[config.mk]
export PLATFORM = sky130hd
export DESIGN_NAME = sha256_message_digest
export DESIGN_NICKNAME = d
export VERILOG_FILES = /design/src/rtl/sha256md_pkg.sv /design/src/rtl/sha256md_round.sv /design/src/rtl/sha256md_core.sv /design/src/rtl/sha256_message_digest.sv
export VERILOG_INCLUDE_DIRS = /design/src /design/src/rtl
export SDC_FILE = /design/constraint.sdc
export NUM_CORES = 2
export LEC_CHECK = 0
export ABC_AREA = 1
export BUFFER_PORTS_ARGS = -buffer_cell sky130_fd_sc_hd__buf_4
export CAP_MARGIN = 40
export CELL_PAD_IN_SITES_DETAIL_PLACEMENT = 2
export CELL_PAD_IN_SITES_GLOBAL_PLACEMENT = 2
export CORE_ASPECT_RATIO = 1.25
export CORE_MARGIN = 1
export CORE_UTILIZATION = 30
export CTS_BUF_LIST = sky130_fd_sc_hd__clkbuf_4
export CTS_CLUSTER_SIZE = 30
export DETAILED_ROUTE_END_ITERATION = 7
export HOLD_SLACK_MARGIN = 0.05
export PLACE_DENSITY = 0.65
export REMOVE_ABC_BUFFERS = 1
export SETUP_SLACK_MARGIN = 0.5
export SKIP_LAST_GASP = 1
export SLEW_MARGIN = 5
export SYNTH_ARGS = -nofsm -noshare
export SYNTH_HDL_FRONTEND = slang
export SYNTH_HIERARCHICAL = 1
export SYNTH_SLANG_ARGS = --single-unit
[constraint.sdc]
create_clock -name clk -period 52.9 [get_ports clk]
set_clock_uncertainty 0.2 [all_clocks]
set_input_delay 2.645 -clock clk [delete_from_list [all_inputs] [get_ports clk]]
set_output_delay 2.645 -clock clk [all_outputs]
set_load 0.02 [all_outputs]
[src/rtl/sha256_message_digest_defines.svh]
// ----------------------------------------------------------------------------
// SHA-256 message digest: assertion macros
// Shared concurrent assertion forms clocked on clk; SHA_ASSERT is held off during rst.
// ----------------------------------------------------------------------------
`ifndef SHA256_MESSAGE_DIGEST_DEFINES_SVH
`define SHA256_MESSAGE_DIGEST_DEFINES_SVH

// Assertion clocked on clk, disabled while rst is high.
`define SHA_ASSERT(label, prop, msg) \
  label: assert property (@(posedge clk) disable iff (rst) (prop)) else $error(msg);

// Assertion that also holds while rst is high.
`define SHA_ASSERT_ALWAYS(label, prop, msg) \
  label: assert property (@(posedge clk) (prop)) else $error(msg);

`endif

[src/rtl/sha256md_pkg.sv]
// ----------------------------------------------------------------------------
// SHA-256 message digest package
// Word types, round constants, initial hash words and controller codes.
// ----------------------------------------------------------------------------
`timescale 1ns / 1ps

package sha256md_pkg;

  typedef logic [31:0] word_t;
  typedef logic [7:0][31:0] hash_t;
  typedef logic [15:0][31:0] block_t;

  // Commands from the message controller to the compression core.
  typedef struct packed {
    logic start;
    logic init;
  } sha256md_cmd_t;

  // Status from the compression core.
  typedef struct packed {
    logic busy;
    logic done;
  } sha256md_stat_t;

  typedef enum logic [1:0] {
    CORE_IDLE,
    CORE_RUN,
    CORE_ADD
  } core_state_t;

  typedef enum logic [2:0] {
    ST_IDLE,
    ST_GO,
    ST_WAIT,
    ST_PAD,
    ST_LEN,
    ST_OUT
  } msg_state_t;

  typedef enum logic [1:0] {
    KIND_DATA,
    KIND_PAD,
    KIND_FINAL
  } comp_kind_t;

  localparam logic [7:0] PAD_BYTE = 8'h80;
  localparam logic [5:0] LAST_POS = 6'd63;
  localparam logic [5:0] LAST_ROUND = 6'd63;
  localparam logic [2:0] LAST_WORD = 3'd7;

  localparam word_t INIT_HASH [8] = '{
    32'h6a09e667, 32'hbb67ae85, 32'h3c6ef372, 32'ha54ff53a,
    32'h510e527f, 32'h9b05688c, 32'h1f83d9ab, 32'h5be0cd19
  };

  localparam word_t ROUND_K [64] = '{
    32'h428a2f98, 32'h71374491, 32'hb5c0fbcf, 32'he9b5dba5,
    32'h3956c25b, 32'h59f111f1, 32'h923f82a4, 32'hab1c5ed5,
    32'hd807aa98, 32'h12835b01, 32'h243185be, 32'h550c7dc3,
    32'h72be5d74, 32'h80deb1fe, 32'h9bdc06a7, 32'hc19bf174,
    32'he49b69c1, 32'hefbe4786, 32'h0fc19dc6, 32'h240ca1cc,
    32'h2de92c6f, 32'h4a7484aa, 32'h5cb0a9dc, 32'h76f988da,
    32'h983e5152, 32'ha831c66d, 32'hb00327c8, 32'hbf597fc7,
    32'hc6e00bf3, 32'hd5a79147, 32'h06ca6351, 32'h14292967,
    32'h27b70a85, 32'h2e1b2138, 32'h4d2c6dfc, 32'h53380d13,
    32'h650a7354, 32'h766a0abb, 32'h81c2c92e, 32'h92722c85,
    32'ha2bfe8a1, 32'ha81a664b, 32'hc24b8b70, 32'hc76c51a3,
    32'hd192e819, 32'hd6990624, 32'hf40e3585, 32'h106aa070,
    32'h19a4c116, 32'h1e376c08, 32'h2748774c, 32'h34b0bcb5,
    32'h391c0cb3, 32'h4ed8aa4a, 32'h5b9cca4f, 32'h682e6ff3,
    32'h748f82ee, 32'h78a5636f, 32'h84c87814, 32'h8cc70208,
    32'h90befffa, 32'ha4506ceb, 32'hbef9a3f7, 32'hc67178f2
  };

endpackage

[src/rtl/sha256md_round.sv]
// ----------------------------------------------------------------------------
// SHA-256 round unit
// One compression round and one message schedule word, shared by all rounds.
// ----------------------------------------------------------------------------
`timescale 1ns / 1ps

module sha256md_round (
  input  sha256md_pkg::hash_t  vars,
  input  sha256md_pkg::block_t window,
  input  sha256md_pkg::word_t  round_word,
  input  sha256md_pkg::word_t  round_const,
  output sha256md_pkg::hash_t  vars_next,
  output sha256md_pkg::word_t  sched_word
);
  import sha256md_pkg::*;

  function automatic word_t rotr(input word_t x, input int n);
    rotr = (x >> n) | (x << (32 - n));
  endfunction

  word_t big_s0;
  word_t big_s1;
  word_t choose;
  word_t major;
  word_t t1;
  word_t t2;
  word_t small_s0;
  word_t small_s1;

  // Round sums on the working variables a..h.
  always_comb begin
    big_s1 = rotr(vars[4], 6) ^ rotr(vars[4], 11) ^ rotr(vars[4], 25);
    big_s0 = rotr(vars[0], 2) ^ rotr(vars[0], 13) ^ rotr(vars[0], 22);
    choose = (vars[4] & vars[5]) ^ (~vars[4] & vars[6]);
    major = (vars[0] & vars[1]) ^ (vars[0] & vars[2]) ^ (vars[1] & vars[2]);
    t1 = vars[7] + big_s1 + choose + round_const + round_word;
    t2 = big_s0 + major;
    vars_next[7] = vars[6];
    vars_next[6] = vars[5];
    vars_next[5] = vars[4];
    vars_next[4] = vars[3] + t1;
    vars_next[3] = vars[2];
    vars_next[2] = vars[1];
    vars_next[1] = vars[0];
    vars_next[0] = t1 + t2;
  end

  // Schedule word from the window taps W[r-16], W[r-15], W[r-7] and W[r-2].
  always_comb begin
    small_s0 = rotr(window[1], 7) ^ rotr(window[1], 18) ^ (window[1] >> 3);
    small_s1 = rotr(window[14], 17) ^ rotr(window[14], 19) ^ (window[14] >> 10);
    sched_word = window[0] + small_s0 + window[9] + small_s1;
  end

endmodule

[src/rtl/sha256md_core.sv]
// ----------------------------------------------------------------------------
// SHA-256 compression core
// Runs every round through the shared round unit, then folds into the chain value.
// ----------------------------------------------------------------------------
`timescale 1ns / 1ps

module sha256md_core (
  input  logic                        clk,
  input  logic                        rst,
  input  sha256md_pkg::sha256md_cmd_t cmd,
  input  sha256md_pkg::block_t        block,
  output sha256md_pkg::sha256md_stat_t stat,
  output sha256md_pkg::hash_t         chain
);
  import sha256md_pkg::*;

  core_state_t cstate;
  core_state_t cstate_next;
  logic [5:0]  rnd;
  hash_t       vars;
  hash_t       vars_rnd;
  block_t      window;
  word_t       sched_word;
  word_t       round_word;

  // The first sixteen rounds rotate the loaded block through the window.
  assign round_word = (rnd[5:4] == 2'b00) ? window[0] : sched_word;

  sha256md_round u_round (
    .vars        (vars),
    .window      (window),
    .round_word  (round_word),
    .round_const (ROUND_K[rnd]),
    .vars_next   (vars_rnd),
    .sched_word  (sched_word)
  );

  // Sequencer state register.
  always_ff @(posedge clk) begin
    if (rst) begin
      cstate <= CORE_IDLE;
    end else begin
      cstate <= cstate_next;
    end
  end

  // Next state and status.
  always_comb begin
    cstate_next = cstate;
    stat.busy = 1'b0;
    stat.done = 1'b0;
    unique case (cstate)
      CORE_IDLE: begin
        if (cmd.start) begin
          cstate_next = CORE_RUN;
        end
      end
      CORE_RUN: begin
        stat.busy = 1'b1;
        if (rnd == LAST_ROUND) begin
          cstate_next = CORE_ADD;
        end
      end
      CORE_ADD: begin
        stat.busy = 1'b1;
        stat.done = 1'b1;
        cstate_next = CORE_IDLE;
      end
      default: begin
        cstate_next = CORE_IDLE;
      end
    endcase
  end

  // Round counter.
  always_ff @(posedge clk) begin
    if (rst) begin
      rnd <= '0;
    end else if (cstate == CORE_IDLE) begin
      rnd <= '0;
    end else if (cstate == CORE_RUN) begin
      rnd <= rnd + 6'd1;
    end
  end

  // Working variables and schedule window.
  always_ff @(posedge clk) begin
    if (cstate == CORE_IDLE && cmd.start) begin
      vars <= chain;
      window <= block;
    end else if (cstate == CORE_RUN) begin
      vars <= vars_rnd;
      window <= {round_word, window[15:1]};
    end
  end

  // Chain value: initial words on reset or restart, sum after each block.
  always_ff @(posedge clk) begin
    if (rst || cmd.init) begin
      for (int k = 0; k < 8; k++) begin
        chain[k] <= INIT_HASH[k];
      end
    end else if (cstate == CORE_ADD) begin
      for (int k = 0; k < 8; k++) begin
        chain[k] <= chain[k] + vars[k];
      end
    end
  end

endmodule

[src/rtl/sha256_message_digest.sv]
// SHA-256 digest of a byte stream, one byte per input word.
// The 64th byte of a block starts a compression (64 rounds in the shared
// round unit, one load, one chain add), and no byte is taken until it is done.
// An end word adds a pad step and a compression, or with a second pad block
// a length step and a further compression, then eight digest words. Reset
// restores the initial hash and clears the count.
// ----------------------------------------------------------------------------
// SHA-256 message digest top level
// Gathers bytes into the block buffer, pads, and streams out the digest.
// ----------------------------------------------------------------------------
`timescale 1ns / 1ps

`include "sha256_message_digest_defines.svh"

module sha256_message_digest (
  input  logic        clk,
  input  logic        rst,
  input  logic        s_tvalid,
  output logic        s_tready,
  input  logic [7:0]  s_tdata,   // [7:0] msg_byte
  input  logic [0:0]  s_tuser,   // [0] byte_valid
  input  logic        s_tlast,   // end_of_message
  output logic        m_tvalid,
  input  logic        m_tready,
  output logic [31:0] m_tdata,   // [31:0] digest_word
  output logic [2:0]  m_tuser,   // [2:0] word_number
  output logic        m_tlast    // final_word
);
  import sha256md_pkg::*;

  // Place a byte in its lane and clear the lanes below it.
  function automatic word_t put_byte(input word_t old, input logic [1:0] lane,
                                     input logic [7:0] b);
    case (lane)
      2'd0:    put_byte = {b, 24'd0};
      2'd1:    put_byte = {old[31:24], b, 16'd0};
      2'd2:    put_byte = {old[31:16], b, 8'd0};
      default: put_byte = {old[31:8], b};
    endcase
  endfunction

  msg_state_t     state;
  msg_state_t     state_next;
  comp_kind_t     kind;
  logic           pend_last;
  logic [63:0]    byte_total;
  logic [63:0]    bit_length;
  logic [2:0]     out_idx;
  block_t         block_buffer;
  logic [5:0]     pos;
  logic [3:0]     wi;
  logic           pad_two;
  logic           in_acc;
  logic           out_acc;
  logic           restart_ok;
  sha256md_cmd_t  core_cmd;
  sha256md_stat_t core_stat;
  hash_t          chain;

  assign pos = byte_total[5:0];
  assign wi = pos[5:2];
  assign pad_two = (pos[5:3] == 3'b111);
  assign bit_length = {byte_total[60:0], 3'b000};
  assign in_acc = s_tvalid && s_tready;
  assign out_acc = m_tvalid && m_tready;
  assign restart_ok = s_tready && out_idx == 3'd0 && byte_total == 64'd0;

  sha256md_core u_core (
    .clk   (clk),
    .rst   (rst),
    .cmd   (core_cmd),
    .block (block_buffer),
    .stat  (core_stat),
    .chain (chain)
  );

  // State register.
  always_ff @(posedge clk) begin
    if (rst) begin
      state <= ST_IDLE;
    end else begin
      state <= state_next;
    end
  end

  // Next state, handshakes and core commands.
  always_comb begin
    state_next = state;
    core_cmd = '0;
    s_tready = 1'b0;
    m_tvalid = 1'b0;
    unique case (state)
      ST_IDLE: begin
        s_tready = 1'b1;
        if (in_acc) begin
          if (s_tuser[0] && pos == LAST_POS) begin
            state_next = ST_GO;
          end else if (s_tlast) begin
            state_next = ST_PAD;
          end
        end
      end
      ST_GO: begin
        core_cmd.start = 1'b1;
        state_next = ST_WAIT;
      end
      ST_WAIT: begin
        if (core_stat.done) begin
          unique case (kind)
            KIND_DATA:  state_next = pend_last ? ST_PAD : ST_IDLE;
            KIND_PAD:   state_next = ST_LEN;
            KIND_FINAL: state_next = ST_OUT;
            default:    state_next = ST_IDLE;
          endcase
        end
      end
      ST_PAD: begin
        state_next = ST_GO;
      end
      ST_LEN: begin
        state_next = ST_GO;
      end
      ST_OUT: begin
        m_tvalid = 1'b1;
        if (out_acc && out_idx == LAST_WORD) begin
          core_cmd.init = 1'b1;
          state_next = ST_IDLE;
        end
      end
      default: begin
        state_next = ST_IDLE;
      end
    endcase
  end

  // Byte count, compression kind and output word index.
  always_ff @(posedge clk) begin
    if (rst) begin
      kind <= KIND_DATA;
      pend_last <= 1'b0;
      byte_total <= '0;
      out_idx <= '0;
    end else begin
      if (state == ST_IDLE && in_acc) begin
        kind <= KIND_DATA;
        pend_last <= s_tlast;
        if (s_tuser[0]) begin
          byte_total <= byte_total + 64'd1;
        end
      end
      if (state == ST_PAD) begin
        kind <= pad_two ? KIND_PAD : KIND_FINAL;
      end
      if (state == ST_LEN) begin
        kind <= KIND_FINAL;
      end
      if (out_acc) begin
        out_idx <= out_idx + 3'd1;
        if (out_idx == LAST_WORD) begin
          byte_total <= '0;
        end
      end
    end
  end

  // Block buffer: byte writes, padding and the length words.
  always_ff @(posedge clk) begin
    if (state == ST_IDLE && in_acc && s_tuser[0]) begin
      block_buffer[wi] <= put_byte(block_buffer[wi], pos[1:0], s_tdata);
    end else if (state == ST_PAD) begin
      // The length words go in right away when they fit behind the pad byte.
      for (int k = 0; k < 16; k++) begin
        if (!pad_two && k == 14) begin
          block_buffer[k] <= bit_length[63:32];
        end else if (!pad_two && k == 15) begin
          block_buffer[k] <= bit_length[31:0];
        end else if (4'(k) > wi) begin
          block_buffer[k] <= '0;
        end
      end
      block_buffer[wi] <= put_byte(block_buffer[wi], pos[1:0], PAD_BYTE);
    end else if (state == ST_LEN) begin
      for (int k = 0; k < 14; k++) begin
        block_buffer[k] <= '0;
      end
      block_buffer[14] <= bit_length[63:32];
      block_buffer[15] <= bit_length[31:0];
    end
  end

  // Digest words come straight from the chain value.
  assign m_tdata = chain[out_idx];
  assign m_tuser = out_idx;
  assign m_tlast = (out_idx == LAST_WORD);

  // Checks on the sequencing between controller and core.
  `SHA_ASSERT_ALWAYS(a_no_overlap, !(s_tready && m_tvalid), "input taken during digest output")
  `SHA_ASSERT(a_core_waited, core_stat.busy |-> (state == ST_WAIT), "core busy outside wait")
  `SHA_ASSERT(a_back_to_idle, (out_acc && m_tlast) |=> restart_ok, "no clean restart after digest")

endmodule
# After elaboration in Yosys (flattened, before gate mapping)
# Memories as Yosys holds them, arrays and structs flattened.
# Cells that the tools add are included.
# op_classes
eq_ne	21
bitwise	28
n_lt_le_gt_ge	20
n_addsub	21
n_mux	98
reduce_logical	23
# ops
operator	count
two-way mux 512 bit	5
two-way mux 32 bit	59
bitwise mux 512 bit	2
adder 32 bit	18
two-way mux 256 bit	2
XOR 32 bit	9
two-way mux 64 bit	4
case mux 32 bit (3 select lines)	2
AND 32 bit	5
binary-select mux 32 bit (select 4 bit)	1
demux 32 bit (select 4 bit)	1
binary-select mux 32 bit (select 3 bit)	1
adder 64 x 1 -> 64 bit, second input constant	1
greater-than comparator 4 bit, first input constant	8
inverter 32 bit	1
OR 10 x 32 -> 32 bit	1
OR 13 x 32 -> 32 bit	1
OR 14 x 32 -> 32 bit	1
OR 15 x 32 -> 32 bit	1
OR 19 x 32 -> 32 bit	1
OR 21 x 32 -> 32 bit	1
OR 25 x 32 -> 32 bit	1
OR 26 x 32 -> 32 bit	1
OR 30 x 32 -> 32 bit	1
37 further kinds	83
# word_totals
rom_bits	2048
word_cells	268
out_inout_bits	38
register_bits	1617
in_bits	14
n_memories	1
# memory_table
memory	words	width	read_ports	rd_ports_with_merged_regs	write_ports	line_no	source
(no name shown)	64	32	1	0	0	sha256md_core.sv:33	.round_const (ROUND_K[rnd]),

# Logic depth before layout (Yosys ltp)
# logic_depth
depth_word	11
ltp_mapped	50
mapped_depth_nobuf	50

# Modules after synthesis
# The synthesis kept the hierarchy.
# by_module_without_submodules
module	seq_area_each_um2	area_each_um2	cells_each	instances
sha256md_core	28347.2	62364.8	7433	1
sha256_message_digest	16776.1	30616.9	3655	1
sha256md_round	0.0	17085.1	2450	1

# Worst setup path before layout
# No wires, ideal clock.
# synth_timing
path_type	register to register
from	reg u_core.cstate[0]
to	reg u_core/vars[0] (netlist bit) (enable)
stages_incl_launch_ff	6
synth_period_minus_slack_ns	18.872
arrival_time_ns	13.265
slack_ns	34.028
n_path_buf	1
required_time_ns	47.293
path_cell_list	dfxtp_1 -> inv_1 -> ha_1 -> nand2_1 -> clkbuf_1 -> nand2_1
# synth_between
elab_chain_cells	3
elab_cells_between_ends	4
cone_classes	1 x eq/ne; 3 x reduce/logical
# synth_rtl
item	line_no	source
start: declaration	sha256md_core.sv:17	core_state_t cstate;
start signal: assignment	sha256md_core.sv:43	cstate <= cstate_next;
zero test 2 bit	sha256md_core.sv:88	if (cstate == CORE_IDLE && cmd.start) begin
logical AND 1 bit	sha256md_core.sv:88	
nonzero test 2 bit (no line) *	-	
end signal: assignment	sha256md_core.sv:89	vars <= chain;
end signal: assignment	sha256md_core.sv:92	vars <= vars_rnd;
end: declaration	sha256md_core.sv:20	hash_t vars;
# Mark *: on every way between the ends. The rest lies on a longest branch, timed or not.
# A chain may end at the register's enable or synchronous reset.

==> results_dict.tcl <==
set metrics [dict create \
    outcome "finished, final reports clean" \
    drc 0 \
    yosys.area.top_type_share_pct 34.9 \
    async_flop_share_pct 0 \
    period_share_pct 21.5 \
    ioPinCount 52 \
    die_height_um 679 \
    start_kind "flip-flop" \
    htree_levels 5 \
    critical_path_class "flip-flop to flip-flop" \
    required_ns 53.94 \
    cp_common_cell "nand2_1" \
    synth.largest_area_cell "edfxtp_1" \
    max_freq_mhz 88.1 \
    cp_max_fo 5 \
    netlist_area_mm2 0.110 \
    synth_area_leaders "edfxtp_1, nand2_1, mux2_2" \
    cts_inserted_buffers 453 \
    clockBufferDepth 4 \
    setup_viol 0 \
    routedWlPerCell_um 29.8 \
    synth_seq_area_share_pct 41.0 \
    cts_sinks 1614 \
    ys.flop_type "edfxtp_1" \
    holdBufCountCts 0 \
    slew_viol_final 0 \
    hp-class "flip-flop to flip-flop" \
    rsz0062_at_grt "no" \
    post_cts_buffers 0 \
    syn_inst 13538 \
    cts.clk_slew.worst_paths_ns 0.08 \
    worstMarginPinSlew_ns 1.02 \
    grt_use_total_pct 29.8 \
    cts_resized 0 \
    fin_crit_ns 11.35 \
    slowest_delay_ns 0.82 \
    hp-start "u_core/window[182]" \
    finalHoldViolCount 0 \
    die-width_um 544 \
    holdPathStages 1 \
    grt_max_degree 170 \
    rr_startpoint "u_core/window[36]" \
    die-area_mm2 0.369 \
    syn_to_final_growth_pct 9.91 \
    drive_gt1_share_pct 13.7 \
    wirelength_um 562000 \
    rrSetupSlack_ns 41.55 \
    drv_cap 0 \
    postSynthAreaPerCell_um2 8.13 \
    synth_cell_type_count 77 \
    port_buffers 51 \
    synth_most_common_cell "nand2_1" \
    worstPathArrival_ns 12.39 \
    gp_congestion 0.951 \
    grt_pass1_wl_um 790000 \
    antenna_found_initial 36 \
    reg2reg_to "u_core/vars[25]" \
    fin_tns_setup_ns 0 \
    crit_path_top_delay_cell "xor2_1" \
    firstDrtPassIters 5 \
    ant_nets 0 \
    relSlewSlack_pct 31.7 \
    vias_per_cell 5.27 \
    synth.top_cells.by_count "nand2_1, inv_1, edfxtp_1, nor2_1, a21oi_1" \
    whs_endpoint "u_core/window[150]" \
    nNetsFinal 14212 \
    worst_setup_path_end_kind "flip-flop" \
    drtIter0Drc 6866 \
    tritoncts "built" \
    insertion_delay_ns 1.59 \
    post-dp-hpwl_um 437000 \
    grt_pass1_vias 106133 \
    num_vias 99405 \
    cts_root_buf "clkbuf_4" \
    yosys_warnings 6 \
    num_rows 248 \
    ys_seq_elements 1614 \
    grt_remaining_overflow 0 \
    core_mm2 0.365 \
    r2r_cells 40 \
    synth_edf_count 1280 \
    start_util_pct 30.2 \
]
## registers in the layout, summed over array words and instances (netlist names)
signal,cells
block_buffer,512
byte_total,61
kind,2
m_tuser,3
pend_last,1
state,3
u_core/chain,256
u_core/cstate,2
u_core/rnd,6
u_core/vars,256
u_core/window,512
## layout make-up
class / instances / area (um2)
fill: 42111 / 244000
multi-input combinational: 9427 / 54400
sequential: 1614 / 45100
inverter: 1853 / 6990
tap: 4875 / 6100
clock buffer: 676 / 5070
timing repair buffer: 252 / 2500
clock inverter: 157 / 738
antenna: 16 / 40.0
## metal layers
metal  global-route usage (%)  routed length, um  vias to the layer above
met4                     14.1              29600                       18
met1                     38.6             243000                    51334
li1                         -                  -                    44339
met3                     3.55              26700                      881
met2                     49.1             263000                     2833
met5                        0                114                        -
## cells in the final DEF (no fill, tap or decap), types with 16 or more instances in the layout
cell type,instances
o21ai_1,58
nand3b_1,20
xor2_1,249
clkinv_1,114
a21oi_2,19
or2_2,36
buf_4,205
a21o_1,28
diode_2,16
maj3_1,20
mux2_2,631
o22ai_1,62
o21bai_1,56
mux2i_1,20
nand3_1,639
dfxtp_1,328
inv_1,1783
nor3_1,92
a22oi_1,43
nand2_2,53
clkinv_2,25
a31oi_1,90
edfxtp_1,1280
a21oi_1,691
inv_2,62
ha_1,401
fa_1,195
xnor2_1,183
clkbuf_4,676
buf_16,19
nor2_2,68
o211ai_1,16
nor2_1,1198
nand2_1,3785
o21ai_0,494
nand4_1,122
## critical path: cells and delay by family, from the launching register on
kind / cells / cell delay (ns)
adders and majority gates: 10 / 4.38
buffers and inverters: 7 / 0.48
xor gates and xnor gates: 5 / 1.91
DFF: 1 / 0.48
muxes: 1 / 0.27
AOI/OAI and AO/OA: 7 / 2.22
and+or+nand+nor: 10 / 1.01
## worst max path at each step
stage / to / from / cells after the start
floorplan: u_core/vars[0] / u_core/cstate[0] / 4
detailed placement: u_core/vars[22] / u_core/window[42] / 40
global route: u_core/vars[28] / u_core/window[44] / 41
global placement: u_core/vars[22] / u_core/window[44] / 40
CTS: u_core/vars[28] / u_core/window[42] / 42
finish: u_core/vars[25] / u_core/window[36] / 40
## stage by stage
step           hold slack [ns]  setup WS [ns]  util (%)  cell area, um2  instances
2_1_floorplan            0.240         -26.64         -          106000      12894
4_1_cts                  0.185          41.53      33.1          121000      18853
3_5_place_dp             0.292          41.69      31.5          115000      18020
6_report                 0.216          41.55      33.2          121000      18870
3_3_place_gp             0.267          41.64      31.3          114000      17956
5_1_grt                  0.230          41.15      33.1          121000      18859
## kinds of logic (layout without fill, tap and decap cells)
logic type	count (synthesis)	count (layout)	synth area share, %
muxes	651	651	6.64
and+or+nand+nor	6079	6079	22.6
other	0	16	0
AOI/OAI and AO/OA	1648	1648	8.33
DFF	1614	1614	41.0
buffers and inverters	2497	2938	9.70
xor gates and xnor gates	432	432	3.44
adders and majority gates	617	617	8.30
Power is not shown: default switching activity piles up to over one toggle a cycle in this logic, so the estimate is an artifact.
